## src/hdl/cri_pkg.sv

```systemverilog
package cri_pkg;

	localparam int unsigned FuncWidth = 5;
	localparam int unsigned InDataWidth = 40;
	localparam int unsigned OutDataWidth = 80;

	localparam int unsigned FlagC = 0;
	localparam int unsigned FlagZ = 1;
	localparam int unsigned FlagI = 2;
	localparam int unsigned FlagD = 3;
	localparam int unsigned FlagV = 4;
	localparam int unsigned FlagN = 5;

	localparam logic [7:0] ByteMask = 8'hff;
	localparam logic [7:0] SignBit = 8'h80;

	typedef enum logic [FuncWidth-1:0] {
		FUNC_ADC = 5'd0,
		FUNC_CLC = 5'd1,
		FUNC_CLD = 5'd2,
		FUNC_CLI = 5'd3,
		FUNC_CLV = 5'd4,
		FUNC_DEX = 5'd5,
		FUNC_DEY = 5'd6,
		FUNC_INC = 5'd7,
		FUNC_INX = 5'd8,
		FUNC_INY = 5'd9,
		FUNC_NOP = 5'd10,
		FUNC_SEC = 5'd11,
		FUNC_SED = 5'd12,
		FUNC_SEI = 5'd13,
		FUNC_TAX = 5'd14,
		FUNC_TAY = 5'd15,
		FUNC_TSX = 5'd16,
		FUNC_TXA = 5'd17,
		FUNC_TXS = 5'd18,
		FUNC_TYA = 5'd19
	} func_t;

	typedef struct packed {
		logic [7:0]  mem_value;
		logic [15:0] mem_address;
		logic [7:0]  operand_value;
		logic [1:0]  pc_step;
		logic [FuncWidth-1:0] func;
	} item_t;

	function automatic logic [5:0] set_nz(input logic [5:0] f, input logic [7:0] v);
		logic [5:0] r;
		r = f;
		r[FlagN] = (v & SignBit) != 8'h00;
		r[FlagZ] = v == 8'h00;
		return r;
	endfunction

endpackage

```

## src/hdl/cpu_register_instruction_execute.sv

```systemverilog
// Executes one instruction of a small 6502 subset per item against the held
// A, X, Y, SP, PC and flag registers (C, Z, I, D, V, N); ADC is always binary.
// One item is accepted per clock while results are taken; its result reaches the
// output through the input register, then the result register. That rate is set
// by the 8-bit ADC add and flag update, which closes the register feedback loop
// through the result register. The result register is the architectural state
// itself, so the next item moves forward as soon as the current result is
// taken; while a result waits, the input register holds one further item and
// then stalls the input.
module cpu_register_instruction_execute
	import cri_pkg::*;
(
	input  logic                    clk,
	input  logic                    arst_n,
	input  logic                    s_axis_tvalid,
	output logic                    s_axis_tready,
	// operand_value[7:0], mem_address[23:8], mem_value[31:24], pc_step[33:32]
	input  logic [InDataWidth-1:0]  s_axis_tdata,
	// func[4:0]
	input  logic [FuncWidth-1:0]    s_axis_tuser,
	output logic                    m_axis_tvalid,
	input  logic                    m_axis_tready,
	// acc[7:0], index_x[15:8], index_y[23:16], stack_ptr[31:24],
	// prog_counter[47:32], flags[53:48], write_enable[54],
	// write_address[70:55], write_data[78:71]
	output logic [OutDataWidth-1:0] m_axis_tdata
);

	logic        valid_s1;
	item_t       item_s1;
	logic        advance;

	logic        out_valid_q;
	logic [7:0]  acc_q;
	logic [7:0]  x_q;
	logic [7:0]  y_q;
	logic [7:0]  sp_q;
	logic [15:0] pc_q;
	logic [5:0]  flags_q;
	logic        we_q;
	logic [15:0] waddr_q;
	logic [7:0]  wdata_q;

	logic [7:0]  acc_d;
	logic [7:0]  x_d;
	logic [7:0]  y_d;
	logic [7:0]  sp_d;
	logic [5:0]  flags_d;
	logic [1:0]  adv;
	logic        we_d;
	logic [15:0] waddr_d;
	logic [7:0]  wdata_d;
	logic [8:0]  sum;
	logic [7:0]  inc_val;

	assign advance = valid_s1 && (!out_valid_q || m_axis_tready);
	assign s_axis_tready = !valid_s1 || advance;

	always_ff @(posedge clk or negedge arst_n) begin
		if (!arst_n) begin
			valid_s1 <= 1'b0;
		end else if (s_axis_tready) begin
			valid_s1 <= s_axis_tvalid;
		end
	end

	always_ff @(posedge clk) begin
		if (s_axis_tvalid && s_axis_tready) begin
			item_s1.func          <= s_axis_tuser;
			item_s1.operand_value <= s_axis_tdata[7:0];
			item_s1.mem_address   <= s_axis_tdata[23:8];
			item_s1.mem_value     <= s_axis_tdata[31:24];
			item_s1.pc_step       <= s_axis_tdata[33:32];
		end
	end

	assign sum = {1'b0, acc_q} + {1'b0, item_s1.operand_value} + {8'h00, flags_q[FlagC]};
	assign inc_val = item_s1.mem_value + 8'd1;

	always_comb begin
		acc_d   = acc_q;
		x_d     = x_q;
		y_d     = y_q;
		sp_d    = sp_q;
		flags_d = flags_q;
		adv     = 2'd1;
		we_d    = 1'b0;
		waddr_d = 16'h0000;
		wdata_d = 8'h00;
		unique case (func_t'(item_s1.func))
			FUNC_ADC: begin
				acc_d          = sum[7:0];
				flags_d[FlagC] = sum[8];
				flags_d[FlagV] = ((~(acc_q ^ item_s1.operand_value)) & (acc_q ^ sum[7:0])
					& SignBit) != 8'h00;
				flags_d        = set_nz(flags_d, sum[7:0]);
				adv            = item_s1.pc_step;
			end
			FUNC_CLC: flags_d[FlagC] = 1'b0;
			FUNC_CLD: flags_d[FlagD] = 1'b0;
			FUNC_CLI: flags_d[FlagI] = 1'b0;
			FUNC_CLV: flags_d[FlagV] = 1'b0;
			FUNC_DEX: begin
				x_d     = x_q - 8'd1;
				flags_d = set_nz(flags_q, x_d);
			end
			FUNC_DEY: begin
				y_d     = y_q - 8'd1;
				flags_d = set_nz(flags_q, y_d);
			end
			FUNC_INC: begin
				we_d    = 1'b1;
				waddr_d = item_s1.mem_address;
				wdata_d = inc_val & ByteMask;
				flags_d = set_nz(flags_q, inc_val);
				adv     = item_s1.pc_step;
			end
			FUNC_INX: begin
				x_d     = x_q + 8'd1;
				flags_d = set_nz(flags_q, x_d);
			end
			FUNC_INY: begin
				y_d     = y_q + 8'd1;
				flags_d = set_nz(flags_q, y_d);
			end
			FUNC_SEC: flags_d[FlagC] = 1'b1;
			FUNC_SED: flags_d[FlagD] = 1'b1;
			FUNC_SEI: flags_d[FlagI] = 1'b1;
			FUNC_TAX: begin
				x_d     = acc_q;
				flags_d = set_nz(flags_q, acc_q);
			end
			FUNC_TAY: begin
				y_d     = acc_q;
				flags_d = set_nz(flags_q, acc_q);
			end
			FUNC_TSX: begin
				x_d     = sp_q;
				flags_d = set_nz(flags_q, sp_q);
			end
			FUNC_TXA: begin
				acc_d   = x_q;
				flags_d = set_nz(flags_q, x_q);
			end
			FUNC_TXS: sp_d = x_q;
			FUNC_TYA: begin
				acc_d   = y_q;
				flags_d = set_nz(flags_q, y_q);
			end
			default: ;
		endcase
	end

	always_ff @(posedge clk or negedge arst_n) begin
		if (!arst_n) begin
			out_valid_q <= 1'b0;
			acc_q       <= 8'h00;
			x_q         <= 8'h00;
			y_q         <= 8'h00;
			sp_q        <= 8'h00;
			pc_q        <= 16'h0000;
			flags_q     <= 6'h00;
			we_q        <= 1'b0;
			waddr_q     <= 16'h0000;
			wdata_q     <= 8'h00;
		end else begin
			if (advance) begin
				out_valid_q <= 1'b1;
				acc_q       <= acc_d;
				x_q         <= x_d;
				y_q         <= y_d;
				sp_q        <= sp_d;
				pc_q        <= pc_q + {14'h0000, adv};
				flags_q     <= flags_d;
				we_q        <= we_d;
				waddr_q     <= waddr_d;
				wdata_q     <= wdata_d;
			end else if (m_axis_tready) begin
				out_valid_q <= 1'b0;
			end
		end
	end

	assign m_axis_tvalid = out_valid_q;
	assign m_axis_tdata  = {1'b0, wdata_q, waddr_q, we_q, flags_q, pc_q, sp_q, y_q, x_q, acc_q};

	// hold the input register while the result waits
	a_s1_hold: assert property (@(posedge clk) disable iff (!arst_n)
		valid_s1 && !advance |=> valid_s1 && $stable(item_s1))
		else $error("input register lost an item");

	a_no_write_fields: assert property (@(posedge clk) disable iff (!arst_n)
		!we_q |-> waddr_q == 16'h0000 && wdata_q == 8'h00)
		else $error("write fields set without a write");

	a_inc_zero_flag: assert property (@(posedge clk) disable iff (!arst_n)
		we_q |-> flags_q[FlagZ] == (wdata_q == 8'h00) && flags_q[FlagN] == wdata_q[7])
		else $error("INC flags disagree with written byte");

	a_state_held: assert property (@(posedge clk) disable iff (!arst_n)
		!advance |=> $stable(acc_q) && $stable(pc_q) && $stable(flags_q))
		else $error("state changed without an item");

endmodule
```

## config.mk

```make
export PLATFORM = sky130hd
export DESIGN_NAME = cpu_register_instruction_execute
export DESIGN_NICKNAME = d
export VERILOG_FILES = /design/src/hdl/cri_pkg.sv /design/src/hdl/cpu_register_instruction_execute.sv
export SDC_FILE = /design/constraint.sdc
export NUM_CORES = 1
export LEC_CHECK = 0
export BUFFER_PORTS_ARGS = -buffer_cell sky130_fd_sc_hd__buf_4
export CORE_ASPECT_RATIO = 1.25
export CORE_MARGIN = 2
export CORE_UTILIZATION = 55
export CTS_BUF_LIST = sky130_fd_sc_hd__clkbuf_16
export CTS_CLUSTER_DIAMETER = 40
export DETAILED_ROUTE_END_ITERATION = 6
export GPL_ROUTABILITY_DRIVEN = 0
export PLACE_DENSITY = 0.8
export SETUP_SLACK_MARGIN = 0.4
export SYNTH_ARGS = -nofsm -noshare
export SYNTH_HDL_FRONTEND = slang
export SYNTH_SLANG_ARGS = --single-unit
```

## constraint.sdc

```tcl
create_clock -name clk -period 8.3 [get_ports clk]
set_clock_uncertainty 0.15 [all_clocks]
set_input_delay 1.66 -clock clk [delete_from_list [all_inputs] [get_ports clk]]
set_output_delay 1.66 -clock clk [all_outputs]
set_load 0.005 [all_outputs]
```

==> summary.md, run 1 <==
| Metric | Value |
|---|---|
| Crit path required time | `6.49 ns` |
| Footprint of the multi-input gates | `about 0.0031 mm2` |
| Measured slew at the worst slew-check pin | `1.04 ns` |
| Initial Util | `56.3%` |
| CTS tree | `built` |
| Simple-gate share of the synthesized area | `21.0%` |
| Drt first pass iters | `6` |
| Layout cells sized above 1 | `21.6%` |
| Crit path DAT | `2.10 ns` |
| Drt drc | `0` |
| First-pass GRT wire length | `28.8 mm` |
| Fin crit period | `3.91 ns` |
| Met3 Track Usage GR | `8.16%` |
| Hold Violations, Final | `0` |
| Pin count of the biggest net entering global routing | `82` |
| Synthesized flop and latch total | `120` |
| Cell Chain, Critical Path | `buf_4 > nand3b_1 > buf_4` |
| Power Density | `314 mW/mm2` |
| Max_slew headroom | `30.6%` |
| Port Buffers | `123` |
| Postcts setup bufs | `0` |
| Crit path kind | `in -> out` |
| Internal reg-to-reg setup slack | `4.78 ns` |
| Post-route clock period utilization | `47.1%` |
| Final-stage net count | `848` |
| Slowest Stage Delay on Critical Path | `0.18 ns` |
| CTS H-Tree Depth | `4` |
| Slew Limit Fails | `0` |
| Sequential cell area | `0.00320 mm2` |
| Multiplexer share of the synthesized area | `under 10%` |
| Main combinational cell family by area after synthesis | `simple AND/OR/NAND/NOR gates` |
| R2R depth | `8` |
| Worst path bufs/invs | `2` |
| Reg2reg end | `flags_q[1]` |
| Netlist cell types | `67` |
| Die H | `126 um` |
| Yosys top cell area share | `31.0%` |
| Post-Synth XOR/XNOR Area | `under 10%` |
| Critical path's top delay family | `buffers and inverters` |
| Worst setup SP type | `input port` |
| Hold Path Stages | `2` |
| Synth area leader | `dfrtp_1` |
| Mapped Cells | `671` |
| GR Overflow Total | `0` |
| TritonCTS Buffers | `17` |
| Vias in the first global route | `5,831` |
| Syn_area_per_cell | `about 9.8 um2` |
| Endpoints failing setup | `0` |
| Final ANT Viol Nets | `0` |
| Cts hold-fix bufs | `0` |
| Starting DRT DRC Count | `633` |
| Full die area | `0.0128 mm2` |
| Worst-Skew Late Latency | `0.41 ns` |
| Met2 Use GR | `45.9%` |
| Register area share after synthesis | `between 40% and 50%` |
| Busiest grt layer | `met2` |
| Outcome | `completed` |
| DR WL/cell | `19.0 um` |
| Hold path endpoint | `waddr_q[14]` |
| Critical R2R Launch | `acc_q[0]` |
| DR vias | `5,885` |
| Synthesized Nets | `744` |
| Ant diodes | `0` |
| Max FO, Critical Path | `3` |
| Hold Crit Class | `reg -> reg` |
| Crit. End Element | `primary output` |
| Initial antenna violation count | `0` |
| CTS sink count | `120` |
| Placed cell areas | `roughly 0.0075 mm2` |
| Post-CTS resize count | `0` |
| Fill count | `just under 900` |
| Post-synthesis compound-gate area fraction | `15.3%` |
| DR vias/cell | `6.20` |
| Core area | `0.0116 mm2` |
| Setup TNS | `0 ns` |
| Leak | `3.60 nW` |
| Final wirelength | `18.0 mm` |
| Top FF cell, synth | `dfrtp_1` |
| Root buffer cell | `clkbuf_16` |
| Commonest cells in the synthesized netlist | `nand2_1, dfrtp_1, o21ai_0` |
| Post-Synthesis Cell Area | `between 0.006 and 0.007 mm2` |
| Area growth syn-to-layout | `24.3%` |
| Gr usage total | `28.7%` |
| Synth area leaders | `dfrtp_1, edfxtp_1, nand2_1` |
| DIE WIDTH | `102 um` |
| VDD IR-drop max | `0.000170 V` |
| Final HPWL DP | `12.4 mm` |
| Post-route cell area | `0.00814 mm2` |
| Longest Clk Path Bufs | `2` |
| Worst hold start | `waddr_q[14]` |
| Fmax | `0.256 GHz` |
| Critical Path Most Common Cell | `buf_4` |
| Adder-cell share of the synthesized area | `4.93%` |
| Post-synth EDFFs | `39` |
| Grt met1 use | `34.7%` |
| Unrepaired setup endpoints after global routing | `no` |
| Ys Warns | `0` |
| Reg clk slew, reported paths | `approximately 0.060 ns` |
| Std-Cell Rows | `44` |
| Slowest library cell on the worst path | `nand3b_1` |
| Max Cap Viol | `0` |
| Most frequent cell after synthesis | `nand2_1` |
| Boundary Pins | `between 100 and 150` |
| Synth async-reset ratio | `67.5%` |
-- how the worst max path moves through the flow --
stage / from / end / cells after the start
5_1_grt: m_axis_tready / s_axis_tready / 3
4_1_cts: m_axis_tready / s_axis_tready / 3
6_report: m_axis_tready / s_axis_tready / 3
2_1_floorplan: m_axis_tready / s_axis_tready / 1
3_5_place_dp: m_axis_tready / s_axis_tready / 3
3_3_place_gp: m_axis_tready / s_axis_tready / 3
-- logic make-up (layout without fill, tap and decap cells) --
logic type / after synthesis / in the layout
and+or+nand+nor: 279 / 279
AOI/OAI and AO/OA: 148 / 148
DFF: 120 / 120
buffers and inverters: 53 / 170
xor gates and xnor gates: 38 / 38
adders and majority gates: 24 / 24
muxes: 8 / 8
other: 1 / 1
-- flip-flops by register name, summed over array words and instances, names as in the netlist --
signal / count
item_s1: 39
pc_q: 16
waddr_q: 16
acc_q: 8
sp_q: 8
wdata_q: 8
x_q: 8
y_q: 8
flags_q: 6
m_axis_tvalid: 1
valid_s1: 1
we_q: 1
-- per-stage QoR --
step | utilization [%] | hold WS (ns) | setup WS, ns | cells | total power, mW
final | 70.0 | 0.319 | 4.39 | 949 | 2.55
after global routing | 70.0 | 0.348 | 4.35 | 949 | 2.67
after CTS | 70.0 | 0.317 | 4.39 | 949 | 2.53
after detailed placement | 64.7 | 0.311 | 4.39 | 917 | 1.75
after global placement | 64.7 | 0.295 | 4.39 | 917 | 1.71
after floorplan | - | 0.292 | 4.66 | 671 | 1.40
-- tightest hold or removal path: cells and delay by family (launching register included) --
family           cells  cell delay [ns]
flip-flops           1             0.34
AND/OR/NAND/NOR      2             0.10
-- cells in the final DEF, fill, tap and decap left out, drive strengths merged, types with 10 or more instances in the layout --
master and count:
nor3 23, nand3 42, dfrtp 81, edfxtp 39, nor2 37, a22oi 10, clkbuf 17, xnor2 20
a21oi 18, buf 126, ha 21, inv 15, xor2 18, o21ai 48, nand2 103
-- area by class of cell --
| type | count | share of cell area (%) |
|---|---|---|
| Sequential cell | 120 | 39.3 |
| Multi-Input combinational cell | 498 | 38.4 |
| Timing Repair Buffer | 126 | 11.6 |
| Clock buffer | 17 | 5.23 |
| Tap cell | 161 | 2.48 |
| Clock inverter | 15 | 2.45 |
| Inverter | 12 | 0.554 |
-- power breakdown --
| part | internal, mW | switching [mW] | leakage (nW) |
|---|---|---|---|
| Clock | 0.503 | 0.275 | 0.295 |
| Sequential | 0.715 | 0.249 | 1.43 |
| Combinational | 0.389 | 0.421 | 1.87 |
| Total | 1.61 | 0.945 | 3.60 |
-- routing by layer --
layer  vias to the layer above  routed length [um]
met1                      2788                6570
met3                        89                1750
met2                       353                8680
met5                         -                   0
li1                       2655                   -
met4                         0                1000
(Power assumes the default switching activity.)
==> run 2: changes to the inputs <==
--- a/config.mk
+++ b/config.mk
@@ -5,6 +5,7 @@
 export SDC_FILE = /design/constraint.sdc
 export NUM_CORES = 1
 export LEC_CHECK = 0
+export ABC_AREA = 1
 export BUFFER_PORTS_ARGS = -buffer_cell sky130_fd_sc_hd__buf_4
 export CORE_ASPECT_RATIO = 1.25
 export CORE_MARGIN = 2
==> constraint.sdc (replaced) <==
create_clock -name clk -period 4 [get_ports clk]
set_clock_uncertainty 0.15 [all_clocks]
set_input_delay 0.8 -clock clk [delete_from_list [all_inputs] [get_ports clk]]
set_output_delay 0.8 -clock clk [all_outputs]
set_load 0.005 [all_outputs]
==> run 2 against run 1 <==
First-iteration DRC count decreased by 44%. Count of clock-buffer cells in the layout increased by 2. Final cell count increased by 15%. Sequential cell count unchanged. Sequential power increased by 97%. Wire length decreased by 7.9%. Core utilization decreased by 0.78 points. Via count about the same. Worst hold slack about the same.
==> summary.md, run 2 <==
| Metric | Value |
|---|---|
| Reg clk slew, reported paths | `0.06 ns` |
| Leak | `between 4 and 5 nW` |
| Register area share after synthesis | `47.7%` |
| Synth async-reset ratio | `67.5%` |
| Worst-Skew Late Latency | `0.42 ns` |
| Layout cells sized above 1 | `21.5%` |
| Drt first pass iters | `6` |
| Starting DRT DRC Count | `354` |
| GR Overflow Total | `0` |
| Post-CTS resize count | `0` |
| Mapped Cells | `between 700 and 800` |
| Gr usage total | `26.8%` |
| Synth area leader | `dfrtp_1` |
| Crit path kind | `reg -> reg` |
| Netlist cell types | `49` |
| Postcts setup bufs | `0` |
| Die H | `127 um` |
| Final HPWL DP | `around 12 mm` |
| Slew Limit Fails | `0` |
| Pwr Total | `roughly 5.3 mW` |
| Drt drc | `0` |
| Hold Crit Class | `reg -> reg` |
| Core area | `0.0120 mm2` |
| Measured slew at the worst slew-check pin | `around 1.0 ns` |
| Worst setup SP type | `flop` |
| Full die area | `around 0.013 mm2` |
| Ant diodes | `0` |
| Post-synth EDFFs | `39` |
| Post-route cell area | `0.00831 mm2` |
| TritonCTS Buffers | `17` |
| VDD IR-drop max | `approximately 0.00038 V` |
| Fin crit period | `3.03 ns` |
| Initial Util | `55.9%` |
| Max_slew headroom | `30.6%` |
| Post-Synthesis Cell Area | `0.00670 mm2` |
| Max FFs per register | `39` |
| Setup TNS | `0 ns` |
| Final cell count without fillers | `1,094` |
| Most frequent cell after synthesis | `nand2_1` |
| CTS sink count | `120` |
| Placed cell areas | `between 0.007 and 0.008 mm2` |
| Most frequent cells in the layout | `nand2_1, buf_4, dfrtp_1` |
| DR WL/cell | `between 15 and 20 um` |
| Synthesized flop and latch total | `120` |
| Largest registers | `item_s1: 39 flops, pc_q: 16 flops, waddr_q: 16 flops` |
| Yosys top cell area share | `between 30% and 40%` |
| Port Buffers | `123` |
| Synth area leaders | `dfrtp_1, edfxtp_1, nand2_1` |
| Outcome | `completed` |
| Internal reg-to-reg setup slack | `approximately 0.97 ns` |
| Post-route clock period utilization | `75.8%` |
| First-pass GRT wire length | `27.1 mm` |
| Hold Violations, Final | `0` |
| Boundary Pins | `131` |
| Root buffer cell | `clkbuf_16` |
| DR vias | `5,881` |
| Longest Clk Path Bufs | `2` |
| Max Cap Viol | `0` |
| Endpoints failing setup | `0` |
| Initial antenna violation count | `0` |
| Commonest non-fill, non-tap cell in the layout | `nand2_1` |
| Vias in the first global route | `between 5,000 and 6,000` |
| Power Density | `around 640 mW/mm2` |
| Std-Cell Rows | `between 40 and 50` |
| Syn_area_per_cell | `8.46 um2` |
| DR vias/cell | `5.38` |
| Cts hold-fix bufs | `0` |
| Fill count | `between 900 and 1,000` |
| Crit path required time | `approximately 4.2 ns` |
| Top FF cell, synth | `dfrtp_1` |
| Fmax | `0.330 GHz` |
| Placed Cells | `1,062` |
| Commonest cells in the synthesized netlist | `nand2_1, dfrtp_1, inv_1` |
| Final-stage net count | `990` |
| Final ANT Viol Nets | `0` |
| Most flops, register | `item_s1` |
| Final wirelength | `16.6 mm` |
| DIE WIDTH | `approximately 100 um` |
| Ys Warns | `0` |
| Pin count of the biggest net entering global routing | `82` |
| Max FO, Critical Path | `9` |
| CTS tree | `built` |
| CTS H-Tree Depth | `4` |
| Area growth syn-to-layout | `24.0%` |
| Synthesized Nets | `865` |
| Crit path DAT | `between 3 and 4 ns` |
| Crit. End Element | `flop` |
| Unrepaired setup endpoints after global routing | `no` |
run 2: critical path, stage by stage (launching register included):
cell	delay, ns
edfxtp_1	0.72
nand2_1	0.29
nor2_2	0.36
o21a_1	0.20
fa_1	0.20
nand2_1	0.09
nor3_2	0.29
nand2_1	0.10
nor3_2	0.22
nand2_1	0.08
nor2_1	0.11
xor2_1	0.15
run 2: cells by family (layout without fill, tap and decap cells):
logic type                 count (synthesis)  count (layout)  synth area share (%)
and+or+nand+nor                          410             410                  27.8
DFF                                      120             120                  47.7
buffers and inverters                    108             246                  6.97
AOI/OAI and AO/OA                        106             106                  9.58
adders and majority gates                 24              24                  4.82
xor gates and xnor gates                  23              23                  3.01
other                                      1               1                0.0560
run 2: cell type report:
type                    count  area [um2]  area share (%)
clock buffers              19         475            5.72
well taps                 164         205            2.47
inverters                  89         337            4.05
flip-flops and latches    120        3200            38.5
clock inverters            13         118            1.42
repair buffers            125         938            11.3
multi-input cells         564        3040            36.5
run 2: path summary, 6_finish.rpt:
path	from	cells past startpoint	end
max	item_s1[0]	11	pc_q[14]
min	item_s1[28]	2	waddr_q[13]
max reg2reg	item_s1[0]	11	pc_q[14]
min reg2reg	item_s1[28]	2	waddr_q[13]
max in group asynchronous	arst_n	1	wdata_q[7]
min in group asynchronous	arst_n	1	y_q[2]
run 2: routing by layer:
layer  routed length, um  global-route usage, %
met1                6510                   31.9
met2                8210                   44.5
met3                1310                   7.93
met4                 538                   12.2
met5                   0                      0
run 2: metrics by stage:
step	setup slack [ns]	utilization, %	hold slack (ns)
final	0.966	69.3	0.319
after global routing	0.618	69.3	0.347
after CTS	0.956	69.3	0.323
after detailed placement	0.955	64.3	0.311
after global placement	1.00	64.3	0.297
after floorplan	1.32	-	0.295
run 2: power by group:
| group | internal (mW) | leakage, nW | switching, mW | total, mW |
|---|---|---|---|---|
| Clock | 0.930 | 0.285 | 0.575 | 1.50 |
| Combinational | 0.801 | 2.42 | 1.09 | 1.89 |
| Sequential | 1.52 | 1.41 | 0.383 | 1.90 |
| Total | 3.25 | 4.12 | 2.05 | 5.30 |
